===== config.mk =====
export PLATFORM = sky130hd
export DESIGN_NAME = dns_query_to_a_reply_rewriter_top
export DESIGN_NICKNAME = d
export VERILOG_FILES = /design/src/sv/dnsrw_pkg.sv /design/src/sv/dnsrw_front.sv /design/src/sv/dnsrw_queue.sv /design/src/sv/dnsrw_back.sv /design/src/sv/dns_query_to_a_reply_rewriter_top.sv
export SDC_FILE = /design/constraint.sdc
export NUM_CORES = 1
export LEC_CHECK = 0
export BUFFER_PORTS_ARGS = -buffer_cell sky130_fd_sc_hd__buf_2
export CAP_MARGIN = 20
export CORE_MARGIN = 1
export CORE_UTILIZATION = 55
export DETAILED_ROUTE_END_ITERATION = 6
export MAX_ROUTING_LAYER = met4
export PLACE_DENSITY_LB_ADDON = 0.3
export RECOVER_POWER = 100
export SYNTH_ARGS = -nofsm -noshare
export SYNTH_HDL_FRONTEND = slang
export SYNTH_SLANG_ARGS = --single-unit

===== constraint.sdc =====
create_clock -name clock -period 9.7 [get_ports clock]
set_input_delay 2.91 -clock clock [delete_from_list [all_inputs] [get_ports clock]]
set_output_delay 2.91 -clock clock [all_outputs]
set_load 0.01 [all_outputs]

===== src/sv/dnsrw_pkg.sv =====
// Shared types and constants for the DNS query to A-reply rewriter.
package dnsrw_pkg;

   // verdict codes carried on the final result
   localparam logic [2:0] ST_OK        = 3'd0;
   localparam logic [2:0] ST_SHORT     = 3'd1;
   localparam logic [2:0] ST_OVER_CAP  = 3'd2;
   localparam logic [2:0] ST_RESPONSE  = 3'd3;
   localparam logic [2:0] ST_NO_QUEST  = 3'd4;
   localparam logic [2:0] ST_BAD_LABEL = 3'd5;
   localparam logic [2:0] ST_TRUNC     = 3'd6;
   localparam logic [2:0] ST_NO_ROOM   = 3'd7;

   // configuration register indexes
   localparam logic CSR_REPLY_ADDR = 1'b0;
   localparam logic CSR_BUF_CAP    = 1'b1;

   localparam logic [15:0] BUF_CAP_RESET    = 16'd512;
   localparam logic [15:0] LABEL_POS_RESET  = 16'd12;
   localparam logic [15:0] POS_MAX          = 16'hFFFF;
   localparam logic [7:0]  LABEL_LEN_MAX    = 8'd63;
   localparam logic [7:0]  REPLY_FLAGS_HI   = 8'h81;
   localparam logic [7:0]  REPLY_FLAGS_LO   = 8'h80;
   localparam logic [3:0]  TAIL_LAST_IDX    = 4'd15;
   localparam logic [16:0] HEADER_LEN       = 17'd12;
   // root byte, QTYPE, QCLASS and the answer
   localparam logic [16:0] ROOM_NEEDED      = 17'd21;

   typedef enum logic [4:0] {
      PH_HEADER = 5'b00001,
      PH_LABELS = 5'b00010,
      PH_QTAIL  = 5'b00100,
      PH_DROP   = 5'b01000,
      PH_BAD    = 5'b10000
   } phase_type;

   // one queue entry: a byte to forward and/or the end of a frame
   typedef struct packed {
      logic [7:0] data;
      logic       keep;
      logic       last;
      logic [2:0] status;
   } qent_type;

   // answer record: pointer 0xC00C, type A, class IN, TTL 60, rdlength 4, address
   function automatic logic [7:0] tail_byte(input logic [3:0] idx, input logic [31:0] addr);
      logic [7:0] b;
      case (idx)
         4'd0:    b = 8'hC0;
         4'd1:    b = 8'h0C;
         4'd3:    b = 8'h01;
         4'd5:    b = 8'h01;
         4'd9:    b = 8'h3C;
         4'd11:   b = 8'h04;
         4'd12:   b = addr[31:24];
         4'd13:   b = addr[23:16];
         4'd14:   b = addr[15:8];
         4'd15:   b = addr[7:0];
         default: b = 8'h00;
      endcase
      return b;
   endfunction

endpackage


===== src/sv/dnsrw_front.sv =====
// Front end: parses the query header and question and classifies each request.
module dnsrw_front
   import dnsrw_pkg::*;
(
   input  logic        clock,
   input  logic        reset,
   input  logic [15:0] buf_cap,
   input  logic        in_valid,
   output logic        in_ready,
   input  logic [7:0]  in_byte,
   input  logic        in_last,
   output logic        push_valid,
   input  logic        push_ready,
   output qent_type    push_ent
);

   logic [15:0] pos_ff, pos_in;
   logic [15:0] nlp_ff, nlp_in;
   logic [15:0] root_ff, root_in;
   logic [7:0]  qch_ff, qch_in;
   logic [2:0]  err_ff, err_in;
   phase_type   phase_ff, phase_in;

   logic [7:0]  ob;
   logic        keep;
   logic        err_hit;
   logic [2:0]  err_code;
   logic [16:0] nx;
   logic [16:0] len;
   logic [2:0]  st;
   logic        accept;

   always_comb begin
      ob       = in_byte;
      keep     = 1'b1;
      err_hit  = 1'b0;
      err_code = ST_OK;
      phase_in = phase_ff;
      nlp_in   = nlp_ff;
      root_in  = root_ff;
      qch_in   = qch_ff;
      nx       = {1'b0, pos_ff} + 17'(in_byte) + 17'd1;
      case (phase_ff)
         PH_HEADER: begin
            case (pos_ff)
               16'd2: begin
                  if (in_byte[7]) begin
                     err_hit  = 1'b1;
                     err_code = ST_RESPONSE;
                  end
                  ob = REPLY_FLAGS_HI;
               end
               16'd3: ob = REPLY_FLAGS_LO;
               16'd4: qch_in = in_byte;
               16'd5: begin
                  if (qch_ff == 8'd0 && in_byte == 8'd0) begin
                     err_hit  = 1'b1;
                     err_code = ST_NO_QUEST;
                  end
               end
               16'd7: ob = 8'h01;
               16'd6, 16'd8, 16'd9, 16'd10, 16'd11: ob = 8'h00;
               default: ;
            endcase
            if (pos_ff >= 16'd11) phase_in = PH_LABELS;
         end
         PH_LABELS: begin
            if (pos_ff == nlp_ff) begin
               if (in_byte == 8'd0) begin
                  root_in  = pos_ff;
                  phase_in = PH_QTAIL;
               end else if (in_byte > LABEL_LEN_MAX) begin
                  err_hit  = 1'b1;
                  err_code = ST_BAD_LABEL;
                  phase_in = PH_BAD;
               end else begin
                  nlp_in = nx[16] ? POS_MAX : nx[15:0];
               end
            end
         end
         PH_QTAIL: begin
            if ({1'b0, pos_ff} >= {1'b0, root_ff} + 17'd4) phase_in = PH_DROP;
         end
         PH_DROP: keep = 1'b0;
         PH_BAD:  ;
         default: ;
      endcase

      err_in = (err_ff == ST_OK && err_hit) ? err_code : err_ff;
      pos_in = (pos_ff == POS_MAX) ? pos_ff : pos_ff + 16'd1;

      // verdict on the final byte
      len = {1'b0, pos_ff} + 17'd1;
      if (len < HEADER_LEN)                                   st = ST_SHORT;
      else if (len > {1'b0, buf_cap})                         st = ST_OVER_CAP;
      else if (err_in != ST_OK)                               st = err_in;
      else if (phase_in != PH_DROP)                           st = ST_TRUNC;
      else if ({1'b0, root_in} + ROOM_NEEDED > {1'b0, buf_cap}) st = ST_NO_ROOM;
      else                                                    st = ST_OK;
   end

   assign in_ready        = push_ready;
   assign accept          = in_valid && push_ready;
   assign push_valid      = in_valid && (keep || in_last);
   assign push_ent.data   = ob;
   assign push_ent.keep   = keep;
   assign push_ent.last   = in_last;
   assign push_ent.status = st;

   always_ff @(posedge clock) begin
      if (reset || (accept && in_last)) begin
         pos_ff   <= 16'd0;
         nlp_ff   <= LABEL_POS_RESET;
         root_ff  <= 16'd0;
         qch_ff   <= 8'd0;
         err_ff   <= ST_OK;
         phase_ff <= PH_HEADER;
      end else if (accept) begin
         pos_ff   <= pos_in;
         nlp_ff   <= nlp_in;
         root_ff  <= root_in;
         qch_ff   <= qch_in;
         err_ff   <= err_in;
         phase_ff <= phase_in;
      end
   end

endmodule


===== src/sv/dnsrw_queue.sv =====
// Short queue between the parser and the reply generator.
module dnsrw_queue
   import dnsrw_pkg::*;
#(
   parameter int Depth = 4
)
(
   input  logic     clock,
   input  logic     reset,
   input  logic     push_valid,
   output logic     push_ready,
   input  qent_type push_ent,
   output logic     pop_valid,
   input  logic     pop_ready,
   output qent_type pop_ent
);

   localparam int PtrW = (Depth > 1) ? $clog2(Depth) : 1;
   localparam int CntW = $clog2(Depth + 1);

   qent_type            mem_ff [Depth];
   logic [PtrW-1:0]     wr_ff, wr_in;
   logic [PtrW-1:0]     rd_ff, rd_in;
   logic [CntW-1:0]     cnt_ff;
   logic                do_push, do_pop;

   assign push_ready = (cnt_ff != CntW'(Depth));
   assign pop_valid  = (cnt_ff != '0);
   assign pop_ent    = mem_ff[rd_ff];
   assign do_push    = push_valid && push_ready;
   assign do_pop     = pop_valid && pop_ready;
   assign wr_in      = (wr_ff == PtrW'(Depth - 1)) ? '0 : wr_ff + PtrW'(1);
   assign rd_in      = (rd_ff == PtrW'(Depth - 1)) ? '0 : rd_ff + PtrW'(1);

   always_ff @(posedge clock) begin
      if (reset) begin
         wr_ff  <= '0;
         rd_ff  <= '0;
         cnt_ff <= '0;
      end else begin
         if (do_push) wr_ff <= wr_in;
         if (do_pop)  rd_ff <= rd_in;
         if (do_push && !do_pop)      cnt_ff <= cnt_ff + CntW'(1);
         else if (do_pop && !do_push) cnt_ff <= cnt_ff - CntW'(1);
      end
   end

   always_ff @(posedge clock) begin
      if (do_push) mem_ff[wr_ff] <= push_ent;
   end

endmodule


===== src/sv/dnsrw_back.sv =====
// Back end: forwards kept bytes and closes each frame with the answer or a status.
module dnsrw_back
   import dnsrw_pkg::*;
(
   input  logic        clock,
   input  logic        reset,
   input  logic [31:0] reply_addr,
   input  logic        q_valid,
   output logic        q_ready,
   input  qent_type    q_ent,
   output logic        out_valid,
   input  logic        out_ready,
   output logic [7:0]  out_byte,
   output logic        out_last,
   output logic [2:0]  out_status
);

   logic       byte_done_ff, byte_done_in;
   logic [3:0] tidx_ff, tidx_in;
   logic       valid_ff;
   logic [7:0] byte_ff;
   logic       last_ff;
   logic [2:0] status_ff;

   logic       load_en;
   logic       fire;
   logic [7:0] c_byte;
   logic       c_last;
   logic [2:0] c_status;

   assign load_en = !valid_ff || out_ready;
   assign fire    = q_valid && load_en;

   always_comb begin
      c_byte       = q_ent.data;
      c_last       = 1'b0;
      c_status     = ST_OK;
      q_ready      = 1'b0;
      byte_done_in = byte_done_ff;
      tidx_in      = tidx_ff;
      if (q_ent.keep && !byte_done_ff) begin
         // forwarded query byte; an end-of-frame entry stays for its closing part
         if (q_ent.last) byte_done_in = 1'b1;
         else            q_ready      = load_en;
      end else if (q_ent.status == ST_OK) begin
         c_byte  = tail_byte(tidx_ff, reply_addr);
         c_last  = (tidx_ff == TAIL_LAST_IDX);
         tidx_in = tidx_ff + 4'd1;
         if (tidx_ff == TAIL_LAST_IDX) begin
            q_ready      = load_en;
            byte_done_in = 1'b0;
         end
      end else begin
         c_byte       = 8'h00;
         c_last       = 1'b1;
         c_status     = q_ent.status;
         q_ready      = load_en;
         byte_done_in = 1'b0;
      end
   end

   always_ff @(posedge clock) begin
      if (reset) begin
         byte_done_ff <= 1'b0;
         tidx_ff      <= 4'd0;
         valid_ff     <= 1'b0;
      end else begin
         if (fire) begin
            byte_done_ff <= byte_done_in;
            tidx_ff      <= tidx_in;
         end
         if (load_en) valid_ff <= q_valid;
      end
   end

   always_ff @(posedge clock) begin
      if (fire) begin
         byte_ff   <= c_byte;
         last_ff   <= c_last;
         status_ff <= c_status;
      end
   end

   assign out_valid  = valid_ff;
   assign out_byte   = byte_ff;
   assign out_last   = last_ff;
   assign out_status = status_ff;

endmodule


===== src/sv/dns_query_to_a_reply_rewriter_top.sv =====
// A kept request byte passes through the queue and then the back end's output register to the results.
// Throughput: one request per cycle within a frame while the queue has room. A good frame's final
// entry holds the back end for its byte, if kept, and the 16-byte answer; a bad frame's for its
// byte, if kept, and a closing status. The front keeps taking bytes only until the QueueDepth-entry
// queue fills, then req_tready drops.
// Reset is synchronous; it clears parse state, queue, output register and sets the
// capacity register to 512 and the address register to zero. No clearing pass.
module dns_query_to_a_reply_rewriter_top
   import dnsrw_pkg::*;
#(
   parameter int QueueDepth = 4
)
(
   input  logic        clock,
   input  logic        reset,
   input  logic        req_tvalid,
   output logic        req_tready,
   input  logic [7:0]  req_tdata,   // [7:0] in_byte
   input  logic        req_tlast,
   output logic        rsp_tvalid,
   input  logic        rsp_tready,
   output logic [7:0]  rsp_tdata,   // [7:0] out_byte
   output logic        rsp_tlast,
   output logic [2:0]  rsp_tuser,   // [2:0] status
   input  logic        csr_valid,
   output logic        csr_ready,
   input  logic        csr_index,
   input  logic [31:0] csr_data
);

   logic [31:0] reply_addr_ff;
   logic [15:0] buf_cap_ff;

   logic     push_valid, push_ready;
   qent_type push_ent;
   logic     pop_valid, pop_ready;
   qent_type pop_ent;

   assign csr_ready = 1'b1;

   always_ff @(posedge clock) begin
      if (reset) begin
         reply_addr_ff <= 32'd0;
         buf_cap_ff    <= BUF_CAP_RESET;
      end else if (csr_valid) begin
         case (csr_index)
            CSR_REPLY_ADDR: reply_addr_ff <= csr_data;
            CSR_BUF_CAP:    buf_cap_ff    <= csr_data[15:0];
            default: ;
         endcase
      end
   end

   dnsrw_front u_front (
      .clock      (clock),
      .reset      (reset),
      .buf_cap    (buf_cap_ff),
      .in_valid   (req_tvalid),
      .in_ready   (req_tready),
      .in_byte    (req_tdata),
      .in_last    (req_tlast),
      .push_valid (push_valid),
      .push_ready (push_ready),
      .push_ent   (push_ent)
   );

   dnsrw_queue #(.Depth(QueueDepth)) u_queue (
      .clock      (clock),
      .reset      (reset),
      .push_valid (push_valid),
      .push_ready (push_ready),
      .push_ent   (push_ent),
      .pop_valid  (pop_valid),
      .pop_ready  (pop_ready),
      .pop_ent    (pop_ent)
   );

   dnsrw_back u_back (
      .clock      (clock),
      .reset      (reset),
      .reply_addr (reply_addr_ff),
      .q_valid    (pop_valid),
      .q_ready    (pop_ready),
      .q_ent      (pop_ent),
      .out_valid  (rsp_tvalid),
      .out_ready  (rsp_tready),
      .out_byte   (rsp_tdata),
      .out_last   (rsp_tlast),
      .out_status (rsp_tuser)
   );

endmodule


**Yosys cells after proc, flatten, opt, wreduce, memory -nomap -nowiden**

Memories as Yosys holds them, arrays and structs flattened. A register that Yosys moved wholly into a read port is not among the register bits.
Index checks and enable logic that the tools add are counted.

- Register bits: 137
- Memory bits (writable): 52
- Bits of input ports: 47
- Output and inout port bits: 15
- Logic and storage cells: 160
- Memories kept: 1

- Add/subtract/negate cells: 11
- Order comparisons: 6
- Equality and inequality tests: 31
- Muxes and demuxes: 53
- Bitwise gates (word level): 5
- Reduce and logical (&&, ||, !) cells: 36

Memories:

| name | depth | bits a word | rd ports | clocked after Yosys merged registers in | wr ports | RTL line | RTL |
|---|---|---|---|---|---|---|---|
| u_queue.mem_ff | 4 | 13 | 1 | 1 | 1 | dnsrw_queue.sv:21 | `qent_type mem_ff [Depth];` |

Operators by type and width:

| kind | number |
|---|---|
| $pmux 8 s9 | 1 |
| $eq 16x3->1 const B | 4 |
| $eq 16x4->1 const B | 4 |
| $mux 16 | 4 |
| $mux 3 | 12 |
| $gt 17x16->1 | 2 |
| $eq 16x2->1 const B | 2 |
| $pmux 8 s4 | 1 |
| $mux 5 | 5 |
| $eq 4x4->1 const B | 6 |
| $mux 8 | 3 |
| $add 16x1->17 const B | 1 |
| $add 16x3->17 const B | 1 |
| $add 16x5->17 const B | 1 |
| $add 16x8->17 | 1 |
| $add 17x1->17 const B | 1 |
| $ge 16x17->1 | 1 |
| $lt 17x4->1 const B | 1 |
| $mux 1 | 17 |
| $add 16x1->16 const B | 1 |
| $eq 16x16->1 | 1 |
| $eq 16x16->1 const B | 1 |
| $ge 16x4->1 const B | 1 |
| $logic_not 8->1 | 2 |
| 34 further kinds | 68 |

**Depth between registers and ports, before layout**

- Word-level depth: 11
- Mapped depth: 25
- Gate-level depth less buffers: 22

**Modules after synthesis**

A second synthesis with hierarchy kept.

- Cells, all modules: 1185
- Area total of the unflattened synthesis: 11314.6 µm²

By module, submodules not included:

| module | instances | cells each | area an instance (µm²) | seq. area each (µm²) |
|---|---|---|---|---|
| dnsrw_front | 1 | 766 | 5800.6 | 1281.2 |
| dnsrw_queue | 1 | 115 | 2349.8 | 1741.7 |
| dns_query_to_a_reply_rewriter_top | 1 | 197 | 2074.5 | 960.9 |
| dnsrw_back | 1 | 107 | 1089.8 | 480.5 |

**Worst setup path before layout**

OpenSTA, ideal clock, no wires.

- Path kind: input -> register
- Start: in req_tdata[0]
- End: mem u_queue.mem_ff[0][0] in the netlist's numbering, data pin
- Library setup time: 0.279 ns
- Data arrival time: 6.943 ns
- Required time: 9.421 ns
- Path slack: 2.478 ns
- Stages on the path: 21
- Path buffers: 1
- Cells stage by stage: or4_4 nor4_4 and4b_1 nand2_2 buf_6 nand2_1 o21ai_0 ha_1 or4_1 o211ai_2 a21oi_1 and2_1 xnor2_1 ha_1 nand3_1 nor2_1 nand2_1 nor4_1 a21oi_1 a22oi_2 o31ai_1

RTL lines:

| what | RTL line | RTL |
|---|---|---|
| start, declared | dns_query_to_a_reply_rewriter_top.sv:18 | `input logic [7:0] req_tdata,` |
| end, declared | dnsrw_queue.sv:21 |  |

==> flow_metrics.py <==
metrics = {
    "routing": {
        "wl_per_cell_um": 18.2,
        "final_antenna_net_count": 0,
        "num_vias": 8825,
        "viasPerCell": 5.89,
        "dr.pass1.iters": 5,
        "drt_iter0_markers": 707,
        "drt-total-wl_mm": 27.3,
        "drc": 0,
    },
    "yosys": {
        "syn_avg_cell_area_um2": 9.12,
        "synth_area_mm2": 0.0110,
        "ys_seq_area_frac": 0.407,
        "synth_cell_type_count": 72,
        "synth_cells": 1204,
        "yosys_warnings": 0,
        "synth_area_leaders": "dfxtp_1 (23%), edfxtp_1 (18%), ha_1 (8.2%), nand2_1 (5.4%), a21oi_1 (4.9%)",
        "async_flop_share": 0,
        "synth_edf_count": 64,
        "syn-num-nets": 1325,
        "ys.flop_type": "dfxtp_1",
        "synth-seq-cells": 191,
        "synth_top_cell_area_share": 0.232,
        "synth_top_area_cell": "dfxtp_1",
    },
    "hold_path": {
        "hp-class": "reg -> reg",
    },
    "layout": {
        "drive_gt1_frac": 0.0852,
        "nets": 1341,
        "layout_commonest_cell": "nand2_1",
        "fill_cells": 1717,
        "syn_to_final_growth_pct": 8.69,
        "layout_common_cells": "nand2_1 (160), dfxtp_1 (127), a21oi_1 (107), nor2_1 (99), ha_1 (72)",
        "diodes": 0,
    },
    "floorplanning": {
        "initial_core_util": 0.562,
        "fp.dieH_um": 143,
        "dieArea_mm2": 0.0205,
        "io_pins": 62,
        "fp.dieW_um": 143,
        "rows": 51,
        "core_mm2": 0.0195,
    },
    "critical_path": {
        "cp_top_family": "simple AND/OR/NAND/NOR gates",
        "slowest_delay_ps": 660,
        "critPathCaptureType": "flop",
        "start_kind": "input port",
        "crit_path_frequent_cell": "o21ai_0",
        "cp_max_fo": 22,
        "worst_path_max_delay_cell": "nor4_1",
        "crit_arrival_ps": 8580,
        "critPathBufInv": 1,
        "crit_chain": "clkbuf_1, or4_4, nor4_1, and4b_1, nand2_1, nand2_1, o21ai_0, ha_1, or4_1, o211ai_2, a211oi_1, xnor2_1, mux2i_1, ha_1, a21oi_1, nor2b_1, o21ai_0, o21ai_0, nor3_1, o21ai_0, a22oi_2, a211oi_1",
        "worstPathRequired_ps": 9860,
        "path_class": "in -> reg",
    },
    "clocking": {
        "clock_latency_ps": 450,
        "cts_setup_buffers": 0,
        "clock_path_buffers": 2,
        "cts.sinks": 191,
        "numCtsBuffers": 17,
        "cts_tree": "yes",
        "htree_levels": 4,
        "cts.clk_slew.worst_paths_ps": 80,
        "ctsHoldBuffers": 0,
        "cts_root_buffer": "clkbuf_16",
        "cts_resized": 0,
    },
    "grt": {
        "track_usage": 0.281,
        "grt_first_pass_wirelength_mm": 42.8,
        "grt-ovfl-total": 0,
        "grt_antenna_before_repair": 0,
        "grt_pass1_vias": 8104,
        "grt_max_degree": 64,
    },
    "timing": {
        "rsz0062_at_grt": "false",
        "hold_violations": 0,
        "worst_pin_slew_ps": 2770,
        "fin_crit_sh": 0.868,
        "finalClockSkew_ps": 15.0,
        "worst_slack_ps": 1280,
        "finalCriticalPeriod_ps": 8420,
        "drv_slew": 111,
        "maxClockFrequency_ghz": 0.119,
        "max_slew_margin": -0.844,
        "fin_tns_setup_ps": 0,
        "setup_viol": 0,
    },
    "place": {
        "portBuffers": 60,
        "pre_cts_ws_ps": 1590,
        "dpl.hpwl_mm": 19.7,
        "gp_congestion": 1.03,
    },
    "run": {
        "drv_cap": 2,
    },
    "power_and_ir_drop": {
        "power_density_mw_per_mm2": 170,
        "p_leak_nw": 4.55,
        "vdd_drop_max_mv": 0.135,
    },
    "status": {
        "violations": "capacitance limit, slew limit",
        "outcome": "finished with violations",
    },
}
==> metal layers <==
metal | up-vias | track usage | wire length (um)
met5 | - | - | 0
met4 | 0 | 0.115 | 891
met3 | 57 | 0.0419 | 1570
met2 | 311 | 0.442 | 12800
met1 | 4143 | 0.362 | 12100
li1 | 4314 | - | -
==> worst min-delay path, delay by kind of cell, from the launching register on <==
| family | cells | cell delay, ps |
|---|---|---|
| flops | 1 | 320 |
| simple gates | 1 | 50 |
| compound gates | 1 | 50 |
==> stage by stage <==
stage	utilization	cell area (um2)	std cells	hold WS (ps)	power, W
2_1_floorplan	-	11000	1204	436	0.00123
3_3_place_gp	0.582	11400	1464	444	0.00134
3_5_place_dp	0.582	11400	1464	450	0.00135
4_1_cts	0.612	12000	1496	459	0.00205
5_1_grt	0.611	11900	1498	477	0.00212
6_report	0.611	11900	1498	460	0.00203
==> power breakdown <==
| part | leakage, nW | switching [W] | internal (W) | total, W |
|---|---|---|---|---|
| Sequential | 1.60 | 0.0000517 | 0.000917 | 0.000969 |
| Clock | 0.293 | 0.000358 | 0.000351 | 0.000709 |
| Combinational | 2.66 | 0.000207 | 0.000147 | 0.000354 |
| Total | 4.55 | 0.000617 | 0.00142 | 0.00203 |
==> cells by family (layout without fill, tap and decap cells) <==
family,Yosys count,count (layout),share of synthesized area
AND/OR/NAND/NOR,425,425,0.186
AO/OA/AOI/OAI,246,246,0.137
flip-flops,191,191,0.407
buffers and inverters,121,150,0.0448
XOR/XNOR,89,89,0.0710
adder cells (fa/ha/maj),74,74,0.0857
multiplexers,57,57,0.0685
other,1,1,0.000342
==> sequential cells by signal, indices dropped and copies added, names as in the netlist, 4 cells and up, named ones only <==
register,count
u_front.qch_ff,8
buf_cap_ff,16
u_front.pos_ff,16
u_back.out_byte,8
u_front.nlp_ff,16
u_back.tidx_ff,4
u_queue.mem_ff,52
u_front.phase_ff,5
reply_addr_ff,32
u_front.root_ff,16
==> Yosys cell counts (all sizes together) (3+ instances only) <==
master  count
inv        49
o41ai       3
o21a        7
and3        8
buf        17
a22o        5
a31oi       6
a21o        9
nor3       24
a211oi     10
dfxtp     127
a21oi     107
o21ai      46
and2       22
nor3b       3
clkbuf     55
or3        15
and4        3
o211ai      7
nor2b       9
o22ai      13
mux4       13
or2         3
xor2       44
xnor2      45
nor4       14
nand2b      7
nor4b       3
ha         72
nand2     160
a221oi      5
a32o        3
edfxtp     64
nor2       99
o31ai       5
a22oi       4
nand3      29
nand4      18
mux2i      42
or4         4
==> cell type report <==
type                       instances  area, um2  share of cell area
multi-input combinational        892       6010               0.503
sequential                       191       4460               0.374
clock buffer                      17        425              0.0357
timing repair buffer              69        348              0.0292
tap                              265        332              0.0278
inverter                          49        184              0.0154
clock inverter                    15        171              0.0144
==> final timing paths <==
path / slack (ps) / endpoint / start / cells past startpoint
worst max-delay path: 1280 / u_queue.mem_ff[1][2] / req_tdata[1] / 22
worst min register to register: 460 / reply_addr_ff[31] / reply_addr_ff[31] / 2
worst min-delay path: 460 / reply_addr_ff[31] / reply_addr_ff[31] / 2
worst max register to register: 3550 / u_queue.mem_ff[1][2] / u_front.pos_ff[7] / 21
(Power assumes the default switching activity.)
